### config.mk
export PLATFORM = sky130hd
export DESIGN_NAME = activation_function_unit_flat
export DESIGN_NICKNAME = d
export VERILOG_FILES = /design/src/afu_pkg.sv /design/src/afu_req_if.sv /design/src/afu_rsp_if.sv /design/src/activation_function_unit.sv /design/src/afu_csr.sv /design/src/afu_pipe.sv /design/src/flat_wrapper.sv
export SDC_FILE = /design/constraint.sdc
export NUM_CORES = 2
export LEC_CHECK = 0
export BUFFER_PORTS_ARGS = -buffer_cell sky130_fd_sc_hd__buf_2
export CORE_MARGIN = 1.5
export CORE_UTILIZATION = 50
export CTS_BUF_LIST = sky130_fd_sc_hd__clkbuf_16
export DETAILED_ROUTE_END_ITERATION = 16
export PLACE_DENSITY_LB_ADDON = 0.3
export SETUP_SLACK_MARGIN = 0.5
export SYNTH_ARGS = -nofsm -noshare
export SYNTH_HDL_FRONTEND = slang
export SYNTH_HIERARCHICAL = 1
export SYNTH_SLANG_ARGS = --single-unit
### constraint.sdc
create_clock -name clock -period 23.6 [get_ports clock]
set_input_delay 2.36 -clock clock [delete_from_list [all_inputs] [get_ports clock]]
set_output_delay 2.36 -clock clock [all_outputs]
set_load 0.01 [all_outputs]
### src/afu_pkg.sv
`default_nettype none

package afu_pkg;

   localparam int DataW   = 16;
   localparam int FracW   = 12;
   localparam int SlopeW  = 13;
   localparam int SegW    = 5;
   localparam int PosW    = DataW - SegW;
   localparam int TabW    = 12;
   localparam int CsrW    = 32;
   localparam int AddrW   = 3;
   localparam int WideW   = 40;

   typedef enum logic [1:0] {
      MODE_SIGMOID = 2'd0,
      MODE_TANH    = 2'd1,
      MODE_RELU    = 2'd2,
      MODE_LEAKY   = 2'd3
   } mode_type;

   typedef enum logic {
      CMD_FORWARD  = 1'b0,
      CMD_BACKWARD = 1'b1
   } cmd_type;

   typedef enum logic {
      CSR_MODE  = 1'b0,
      CSR_SLOPE = 1'b1
   } csr_index_type;

   localparam logic [SlopeW-1:0] SLOPE_RESET = 13'd41;
   localparam logic signed [16:0] ONE_Q = 17'sd4096;

   typedef struct packed {
      mode_type          mode;
      logic [SlopeW-1:0] slope;
   } cfg_type;

   // Sigmoid breakpoints at x = -8 + 0.5*i, scaled by 2^12 and rounded.
   function automatic logic [TabW-1:0] sig_point(input logic [SegW:0] idx);
      case (idx)
         6'd0:    sig_point = 12'd1;
         6'd1:    sig_point = 12'd2;
         6'd2:    sig_point = 12'd4;
         6'd3:    sig_point = 12'd6;
         6'd4:    sig_point = 12'd10;
         6'd5:    sig_point = 12'd17;
         6'd6:    sig_point = 12'd27;
         6'd7:    sig_point = 12'd45;
         6'd8:    sig_point = 12'd74;
         6'd9:    sig_point = 12'd120;
         6'd10:   sig_point = 12'd194;
         6'd11:   sig_point = 12'd311;
         6'd12:   sig_point = 12'd488;
         6'd13:   sig_point = 12'd747;
         6'd14:   sig_point = 12'd1102;
         6'd15:   sig_point = 12'd1546;
         6'd16:   sig_point = 12'd2048;
         6'd17:   sig_point = 12'd2550;
         6'd18:   sig_point = 12'd2994;
         6'd19:   sig_point = 12'd3349;
         6'd20:   sig_point = 12'd3608;
         6'd21:   sig_point = 12'd3785;
         6'd22:   sig_point = 12'd3902;
         6'd23:   sig_point = 12'd3976;
         6'd24:   sig_point = 12'd4022;
         6'd25:   sig_point = 12'd4051;
         6'd26:   sig_point = 12'd4069;
         6'd27:   sig_point = 12'd4079;
         6'd28:   sig_point = 12'd4086;
         6'd29:   sig_point = 12'd4090;
         6'd30:   sig_point = 12'd4092;
         6'd31:   sig_point = 12'd4094;
         default: sig_point = 12'd4095;
      endcase
   endfunction

   function automatic logic signed [DataW-1:0] sat16(input logic signed [WideW-1:0] v);
      if (v > 40'sd32767) begin
         sat16 = 16'sd32767;
      end else if (v < -40'sd32768) begin
         sat16 = $signed(16'h8000);
      end else begin
         sat16 = v[DataW-1:0];
      end
   endfunction

endpackage

`default_nettype wire

### src/afu_req_if.sv
`default_nettype none

interface afu_req_if
   import afu_pkg::*;
();
   logic                    valid;
   logic                    ready;
   logic                    cmd;
   logic signed [DataW-1:0] value;
   logic signed [DataW-1:0] grad;

   modport source (output valid, cmd, value, grad, input ready);
   modport sink (input valid, cmd, value, grad, output ready);
endinterface

`default_nettype wire

### src/afu_rsp_if.sv
`default_nettype none

interface afu_rsp_if
   import afu_pkg::*;
();
   logic                    valid;
   logic                    ready;
   logic signed [DataW-1:0] result;

   modport source (output valid, result, input ready);
   modport sink (input valid, result, output ready);
endinterface

`default_nettype wire

### src/activation_function_unit.sv
// Activation unit on signed Q4.12 values, one item per cycle unless stalled.
// An item arrives on req_bus with cmd, value and grad. A forward item (cmd 0)
// returns the activation of value: sigmoid by a 32-segment interpolation,
// tanh, ReLU or leaky ReLU, as the mode register selects. A backward item
// (cmd 1) takes value as the saved output and returns its derivative times
// grad, saturated to 16 bits. Every item yields one item on rsp_bus.
// The mode register lies at address 0 and the leak slope at address 4 of the
// csr port; the user must write both only while no item is in flight, since
// the block does not enforce it. An accepted item passes four register stages
// (argument and table index, table read and first multiplier, interpolation
// and derivative, second multiplier and output register) to reach rsp_bus.
// Throughput is one item per cycle while the receiver does not stall.
// Reset empties the pipeline and sets sigmoid mode with a leak slope of 41.
// When the receiver stalls, the output holds and each stage fills in turn;
// once all are full, req_bus.ready falls, and no item is lost or repeated.
`default_nettype none

module activation_function_unit
   import afu_pkg::*;
(
   input  wire logic             clock,
   input  wire logic             reset,
   afu_req_if.sink               req_bus,
   afu_rsp_if.source             rsp_bus,
   input  wire logic             csr_psel,
   input  wire logic             csr_penable,
   input  wire logic             csr_pwrite,
   input  wire logic [AddrW-1:0] csr_paddr,
   input  wire logic [CsrW-1:0]  csr_pwdata,
   output logic      [CsrW-1:0]  csr_prdata,
   output logic                  csr_pready
);

   cfg_type cfg;

   afu_csr u_csr (
      .clock       (clock),
      .reset       (reset),
      .csr_psel    (csr_psel),
      .csr_penable (csr_penable),
      .csr_pwrite  (csr_pwrite),
      .csr_paddr   (csr_paddr),
      .csr_pwdata  (csr_pwdata),
      .csr_prdata  (csr_prdata),
      .csr_pready  (csr_pready),
      .cfg         (cfg)
   );

   afu_pipe u_pipe (
      .clock   (clock),
      .reset   (reset),
      .cfg     (cfg),
      .req_bus (req_bus),
      .rsp_bus (rsp_bus)
   );

endmodule

`default_nettype wire

### src/afu_csr.sv
`default_nettype none

module afu_csr
   import afu_pkg::*;
(
   input  wire logic             clock,
   input  wire logic             reset,
   input  wire logic             csr_psel,
   input  wire logic             csr_penable,
   input  wire logic             csr_pwrite,
   input  wire logic [AddrW-1:0] csr_paddr,
   input  wire logic [CsrW-1:0]  csr_pwdata,
   output logic      [CsrW-1:0]  csr_prdata,
   output logic                  csr_pready,
   output cfg_type               cfg
);

   mode_type          mode_ff;
   logic [SlopeW-1:0] slope_ff;
   logic              wr_en;
   csr_index_type     index;

   assign index      = csr_index_type'(csr_paddr[2]);
   assign wr_en      = csr_psel && csr_penable && csr_pwrite;
   assign csr_pready = 1'b1;

   always_ff @(posedge clock) begin
      if (reset) begin
         mode_ff  <= MODE_SIGMOID;
         slope_ff <= SLOPE_RESET;
      end else if (wr_en) begin
         case (index)
            CSR_MODE:  mode_ff  <= mode_type'(csr_pwdata[1:0]);
            CSR_SLOPE: slope_ff <= csr_pwdata[SlopeW-1:0];
            default:   mode_ff  <= mode_ff;
         endcase
      end
   end

   always_comb begin
      case (index)
         CSR_MODE:  csr_prdata = {{(CsrW-2){1'b0}}, mode_ff};
         CSR_SLOPE: csr_prdata = {{(CsrW-SlopeW){1'b0}}, slope_ff};
         default:   csr_prdata = '0;
      endcase
   end

   assign cfg.mode  = mode_ff;
   assign cfg.slope = slope_ff;

endmodule

`default_nettype wire

### src/afu_pipe.sv
`default_nettype none

module afu_pipe
   import afu_pkg::*;
(
   input  wire logic    clock,
   input  wire logic    reset,
   input  cfg_type      cfg,
   afu_req_if.sink      req_bus,
   afu_rsp_if.source    rsp_bus
);

   logic va_ff, vb_ff, vc_ff, vo_ff;
   logic en_a, en_b, en_c, en_o;

   assign en_o = !vo_ff || rsp_bus.ready;
   assign en_c = !vc_ff || en_o;
   assign en_b = !vb_ff || en_c;
   assign en_a = !va_ff || en_b;
   assign req_bus.ready = en_a;

   always_ff @(posedge clock) begin
      if (reset) begin
         va_ff <= 1'b0;
         vb_ff <= 1'b0;
         vc_ff <= 1'b0;
         vo_ff <= 1'b0;
      end else begin
         if (en_a) begin
            va_ff <= req_bus.valid;
         end
         if (en_b) begin
            vb_ff <= va_ff;
         end
         if (en_c) begin
            vc_ff <= vb_ff;
         end
         if (en_o) begin
            vo_ff <= vc_ff;
         end
      end
   end

   // The sigmoid argument is clamped and offset to an unsigned position in [-8, 8).
   logic signed [DataW:0]   x_in;
   logic                    top_in;
   logic [DataW-1:0]        u_in;
   cmd_type                 cmd_a_ff;
   logic signed [DataW-1:0] v_a_ff, g_a_ff;
   logic                    top_a_ff;
   logic [DataW-1:0]        u_a_ff;

   always_comb begin
      if (cfg.mode == MODE_TANH) begin
         x_in = {req_bus.value, 1'b0};
      end else begin
         x_in = {req_bus.value[DataW-1], req_bus.value};
      end
      top_in = !x_in[DataW] && x_in[DataW-1];
      if (x_in[DataW] && !x_in[DataW-1]) begin
         u_in = '0;
      end else begin
         u_in = {!x_in[DataW-1], x_in[DataW-2:0]};
      end
   end

   always_ff @(posedge clock) begin
      if (en_a) begin
         cmd_a_ff <= cmd_type'(req_bus.cmd);
         v_a_ff   <= req_bus.value;
         g_a_ff   <= req_bus.grad;
         top_a_ff <= top_in;
         u_a_ff   <= u_in;
      end
   end

   logic [SegW-1:0]         seg;
   logic [TabW-1:0]         lo_in, hi_in;
   logic signed [DataW:0]   op_a, op_b;
   logic signed [2*DataW+1:0] prod_in;
   cmd_type                 cmd_b_ff;
   logic signed [DataW-1:0] v_b_ff, g_b_ff;
   logic [TabW-1:0]         lo_b_ff, diff_b_ff;
   logic [PosW-1:0]         t_b_ff;
   logic signed [2*DataW+1:0] prod_b_ff;

   assign seg = u_a_ff[DataW-1:PosW];

   always_comb begin
      if (top_a_ff) begin
         lo_in = sig_point({1'b1, {SegW{1'b0}}});
         hi_in = lo_in;
      end else begin
         lo_in = sig_point({1'b0, seg});
         hi_in = sig_point({1'b0, seg} + 6'd1);
      end
      op_a = {v_a_ff[DataW-1], v_a_ff};
      if (cmd_a_ff == CMD_BACKWARD && cfg.mode == MODE_SIGMOID) begin
         op_b = ONE_Q - op_a;
      end else if (cmd_a_ff == CMD_BACKWARD && cfg.mode == MODE_TANH) begin
         op_b = op_a;
      end else begin
         op_b = $signed({4'b0, cfg.slope});
      end
   end

   assign prod_in = op_a * op_b;

   always_ff @(posedge clock) begin
      if (en_b) begin
         cmd_b_ff  <= cmd_a_ff;
         v_b_ff    <= v_a_ff;
         g_b_ff    <= g_a_ff;
         lo_b_ff   <= lo_in;
         diff_b_ff <= hi_in - lo_in;
         t_b_ff    <= u_a_ff[PosW-1:0];
         prod_b_ff <= prod_in;
      end
   end

   logic [TabW+PosW-1:0]    interp;
   logic [TabW:0]           sig_val;
   logic signed [TabW+2:0]  tanh_val;
   logic signed [2*DataW-FracW+1:0] prod_sh;
   logic signed [2*DataW-FracW+2:0] tanh_d;
   logic                    v_pos;
   logic signed [DataW-1:0] res_in;
   logic signed [DataW:0]   d_in;
   cmd_type                 cmd_c_ff;
   logic signed [DataW-1:0] g_c_ff, res_c_ff;
   logic signed [DataW:0]   d_c_ff;

   always_comb begin
      interp   = (TabW+PosW)'(diff_b_ff) * (TabW+PosW)'(t_b_ff)
                 + (TabW+PosW)'(1 << (PosW-1));
      sig_val  = (TabW+1)'(lo_b_ff) + (TabW+1)'(interp[TabW+PosW-1:PosW]);
      tanh_val = $signed({1'b0, sig_val, 1'b0}) - (TabW+3)'(ONE_Q);
      prod_sh  = prod_b_ff[2*DataW+1:FracW];
      tanh_d   = (2*DataW-FracW+3)'(ONE_Q) - (2*DataW-FracW+3)'(prod_sh);
      v_pos    = !v_b_ff[DataW-1] && (v_b_ff != '0);
      case (cfg.mode)
         MODE_SIGMOID: begin
            res_in = $signed({{(DataW-TabW-1){1'b0}}, sig_val});
            d_in   = (DataW+1)'(sat16(WideW'(prod_sh)));
         end
         MODE_TANH: begin
            res_in = DataW'(tanh_val);
            d_in   = (DataW+1)'(sat16(WideW'(tanh_d)));
         end
         MODE_RELU: begin
            res_in = v_b_ff[DataW-1] ? '0 : v_b_ff;
            d_in   = v_pos ? ONE_Q : '0;
         end
         default: begin
            res_in = v_b_ff[DataW-1] ? sat16(WideW'(prod_sh)) : v_b_ff;
            d_in   = v_pos ? ONE_Q : $signed({4'b0, cfg.slope});
         end
      endcase
   end

   always_ff @(posedge clock) begin
      if (en_c) begin
         cmd_c_ff <= cmd_b_ff;
         g_c_ff   <= g_b_ff;
         res_c_ff <= res_in;
         d_c_ff   <= d_in;
      end
   end

   logic signed [2*DataW:0]       prod2;
   logic signed [2*DataW-FracW:0] prod2_sh;
   logic signed [DataW-1:0]       out_ff;

   assign prod2    = d_c_ff * g_c_ff;
   assign prod2_sh = prod2[2*DataW:FracW];

   always_ff @(posedge clock) begin
      if (en_o) begin
         if (cmd_c_ff == CMD_BACKWARD) begin
            out_ff <= sat16(WideW'(prod2_sh));
         end else begin
            out_ff <= res_c_ff;
         end
      end
   end

   assign rsp_bus.valid  = vo_ff;
   assign rsp_bus.result = out_ff;

endmodule

`default_nettype wire
### src/flat_wrapper.sv
// flat-port wrapper written by rule: the top's interface ports become plain ports
module activation_function_unit_flat import afu_pkg::*;
  (clock, reset, csr_psel, csr_penable, csr_pwrite, csr_paddr, csr_pwdata, csr_prdata, csr_pready, req_bus_valid, req_bus_cmd, req_bus_value, req_bus_grad, req_bus_ready, rsp_bus_valid, rsp_bus_result, rsp_bus_ready);
  afu_req_if req_bus_i ();
  afu_rsp_if rsp_bus_i ();
  input  wire logic clock;
  input  wire logic reset;
  input  wire logic csr_psel;
  input  wire logic csr_penable;
  input  wire logic csr_pwrite;
  input  wire logic [AddrW-1:0] csr_paddr;
  input  wire logic [CsrW-1:0] csr_pwdata;
  output logic      [CsrW-1:0] csr_prdata;
  output logic csr_pready;
  input wire logic [$bits(req_bus_i.valid)-1:0] req_bus_valid;
  input wire logic [$bits(req_bus_i.cmd)-1:0] req_bus_cmd;
  input wire logic [$bits(req_bus_i.value)-1:0] req_bus_value;
  input wire logic [$bits(req_bus_i.grad)-1:0] req_bus_grad;
  output wire logic [$bits(req_bus_i.ready)-1:0] req_bus_ready;
  output wire logic [$bits(rsp_bus_i.valid)-1:0] rsp_bus_valid;
  output wire logic [$bits(rsp_bus_i.result)-1:0] rsp_bus_result;
  input wire logic [$bits(rsp_bus_i.ready)-1:0] rsp_bus_ready;
  assign req_bus_i.valid = req_bus_valid;
  assign req_bus_i.cmd = req_bus_cmd;
  assign req_bus_i.value = req_bus_value;
  assign req_bus_i.grad = req_bus_grad;
  assign req_bus_ready = req_bus_i.ready;
  assign rsp_bus_valid = rsp_bus_i.valid;
  assign rsp_bus_result = rsp_bus_i.result;
  assign rsp_bus_i.ready = rsp_bus_ready;
  activation_function_unit u_core (.clock(clock), .reset(reset), .req_bus(req_bus_i), .rsp_bus(rsp_bus_i), .csr_psel(csr_psel), .csr_penable(csr_penable), .csr_pwrite(csr_pwrite), .csr_paddr(csr_paddr), .csr_pwdata(csr_pwdata), .csr_prdata(csr_prdata), .csr_pready(csr_pready));
endmodule
==> impl_metrics.tcl <==
set metrics [dict create \
    drc_errors 0 \
    reg2reg_depth 28 \
    die_x_um 270 \
    cp_max_fo 20 \
    skew_ns 0.0498 \
    reg2reg_slack_ns 14.63 \
    gp_congestion 0.894 \
    setup_violations 0 \
    initial_utilization 0.508 \
    routed_wl_mm 86.0 \
    ant_nets 0 \
    mostFrequentLayoutCells "774 x inv_1, 631 x fa_1, 500 x nand2_1" \
    synth_area_sq_um 35800 \
    io_buffers 84 \
    reg2reg_from "u_core/u_pipe/v_a_ff[5]$_DFFE_PN_" \
    grt_start_max_net_pins 50 \
    tns_ns 0 \
    clk_latency_ns 0.60 \
    cts_tree "built" \
    area_growth_syn_to_layout_pct 6.09 \
    die_y_um 270 \
    grt_pass1_vias 26300 \
    placementRows 97 \
    num_vias 25200 \
    antenna_cells 0 \
    die_area_sq_um 73100 \
    min_from "u_core/u_pipe/cmd_b_ff$_DFFE_PP_" \
    slew_viol_final 0 \
    avgSynthCellArea_sq_um 9.59 \
    hold_end "u_core/u_pipe/cmd_c_ff$_DFFE_PP_" \
    cts_hold_buf 0 \
    cts.path.max_buffers 3 \
    preCtsSetupSlack_ns 14.73 \
    cts_max_level 1 \
    post-cts-setup-buffers 0 \
    seq_area_frac_synth 0.189 \
    avgRoutedWirePerCell_um 18.4 \
    layout.nets 4697 \
    cts_resized 0 \
    timing.rr.end "u_core/u_pipe/prod_b_ff[32]$_DFFE_PP_" \
    critPathCaptureType "register" \
    synth.distinct_cells 91 \
    ys_ff_latch 235 \
    grt-ovfl-total 0 \
    grt_pass1_wl_mm 141 \
    hold_path_depth 0 \
    min_path_type "register to register" \
    finalCriticalPeriod_ns 8.97 \
    async_flop_share 0 \
    start_kind "register" \
    worstPathRequired_ns 24.02 \
    maxSlewHeadroom 0.175 \
    setup_ws_ns 14.63 \
    vias_per_cell 5.38 \
    path_class "register to register" \
    antenna_found_initial 1 \
    synth_ff_type "edfxtp_1" \
    cts_buffers 28 \
    tightest_slew_ns 1.23 \
    maxCapViolCount 0 \
    hold_viol 0 \
    crit_arrival_ns 9.40 \
    critPathMaxStageDelay_ns 0.94 \
    startpoint "u_core/u_pipe/v_a_ff[5]$_DFFE_PN_" \
    status "finished clean" \
    root_buffer "clkbuf_16" \
    layout_commonest_cell "inv_1" \
    yosysWarnings 6 \
    drtPass1Iterations 6 \
    drive_gt1_frac 0.0614 \
    grt_usage 0.245 \
    cts.sinks 235 \
    ios 126 \
    post-dp-hpwl_mm 67.1 \
    core-area_sq_um 70400 \
    finalCritPeriodShare 0.380 \
    clock.fmax_ghz 0.111 \
    drt_iter0_drc 1933 \
    crit_path_frequent_cell "fa_1" \
    synth_edf_count 204 \
    synth_cells 3729 \
    rsz0062_at_grt "false" \
    clk_pin_slew_ns 0.06 \
    slowest_stage "nor2_1" \
]
==> cell type report <==
| type | instances | area, sq um |
|---|---|---|
| multi-input combinational | 2551 | 25300 |
| fill | 6403 | 32400 |
| sequential | 235 | 6750 |
| clock buffer | 30 | 751 |
| timing repair buffer | 128 | 751 |
| clock inverter | 21 | 251 |
| inverter | 778 | 2920 |
| tap | 940 | 1180 |
==> state kept, by name, indices dropped and copies added, names as in the netlist, named ones only <==
signal,cells
u_core/u_pipe/rsp_bus.result,16
u_core/u_pipe/vc_ff,1
u_core/u_pipe/g_a_ff,16
u_core/u_pipe/prod_b_ff,21
u_core/u_pipe/cmd_b_ff,1
u_core/u_pipe/cmd_a_ff,1
u_core/u_pipe/vb_ff,1
u_core/u_pipe/lo_b_ff,12
u_core/u_pipe/v_b_ff,16
u_core/u_pipe/u_a_ff,16
u_core/u_csr/slope_ff,13
u_core/u_csr/mode_ff,2
u_core/u_pipe/t_b_ff,11
u_core/u_pipe/rsp_bus.valid,1
u_core/u_pipe/res_c_ff,16
u_core/u_pipe/g_c_ff,16
u_core/u_pipe/va_ff,1
u_core/u_pipe/d_c_ff,16
u_core/u_pipe/g_b_ff,16
u_core/u_pipe/cmd_c_ff,1
u_core/u_pipe/top_a_ff,1
u_core/u_pipe/diff_b_ff,12
u_core/u_pipe/v_a_ff,16
==> through the flow <==
step,utilization,cells,cell area (sq um),hold slack (ns)
final,0.539,4683,37900,0.388
after global routing,0.539,4683,37900,0.414
after CTS,0.539,4683,37900,0.389
after detailed placement,0.525,4632,36900,0.405
after global placement,0.525,4632,36900,0.401
after floorplan,-,3747,35800,0.400
==> cells in the mapped netlist (5+ instances only) <==
cell	number	area, sq um
inv_1	772	2900
fa_1	631	12600
nand2_1	501	1880
ha_1	269	3370
and2_1	249	1560
edfxtp_1	204	6130
clkbuf_1	141	529
nor2_1	130	488
a21oi_1	114	571
o21ai_0	88	440
xnor2_1	78	683
nor3_1	36	180
nand2b_1	35	219
xor2_1	35	307
mux2i_1	34	340
nand3_1	32	160
dfxtp_1	31	621
nor2b_1	26	163
a21o_1	22	165
buf_4	21	158
o21ai_1	16	80.1
o22ai_1	14	87.6
and3_1	12	75.1
nand4_1	11	68.8
o2111ai_1	11	96.3
o21a_1	11	82.6
o221ai_2	11	165
a211oi_1	10	75.1
a31oi_1	10	62.6
o211ai_1	9	67.6
buf_2	8	40.0
nor4_1	8	50.1
o21bai_1	7	52.6
o221ai_1	7	61.3
or2_2	7	43.8
or3_1	7	43.8
a22oi_1	6	45.0
buf_6	6	67.6
nor3b_1	6	45.0
o41ai_1	6	52.6
buf_1	5	18.8
inv_2	5	18.8
==> critical path: cells and delay by family, from the launching register on <==
family                   cells  cell delay (ns)
AO/OA/AOI/OAI                6             1.27
adder cells (fa/ha/maj)      7             3.32
flip-flops                   1             0.36
XOR/XNOR                     1             0.19
multiplexers                 1             0.21
AND/OR/NAND/NOR              9             3.03
buffers and inverters        4             0.43
==> routing by layer <==
metal,wire [um],part of all wire,GRT usage,up-vias
li1,-,-,-,11500
met1,37700,0.44,0.345,12700
met2,40800,0.47,0.405,776
met3,5340,0.062,0.0264,117
met4,2160,0.025,0.0622,0
met5,0,0,0,-
==> cells by family after synthesis <==
logic type	Yosys count	synth area share
xor gates and xnor gates	113	0.0277
muxes	37	0.0105
other	2	0.000210
adders and majority gates	900	0.447
and+or+nand+nor	1083	0.145
AOI/OAI and AO/OA	398	0.0752
DFF	235	0.189
buffers and inverters	961	0.105
==> how the worst max path moves through the flow <==
| stage | endpoint | slack, ns |
|---|---|---|
| global placement | u_core/u_pipe/prod_b_ff[32]$_DFFE_PP_ | 14.78 |
| finish | u_core/u_pipe/prod_b_ff[32]$_DFFE_PP_ | 14.63 |
| global route | u_core/u_pipe/prod_b_ff[32]$_DFFE_PP_ | 14.20 |
| CTS | u_core/u_pipe/prod_b_ff[32]$_DFFE_PP_ | 14.70 |
| detailed placement | u_core/u_pipe/prod_b_ff[32]$_DFFE_PP_ | 14.73 |
| floorplan | u_core/u_pipe/prod_b_ff[31]$_DFFE_PP_ | 15.95 |
Power is left out: the tool's default activity adds up to more than one toggle a clock period on the data nets, which glitch-free logic cannot reach.
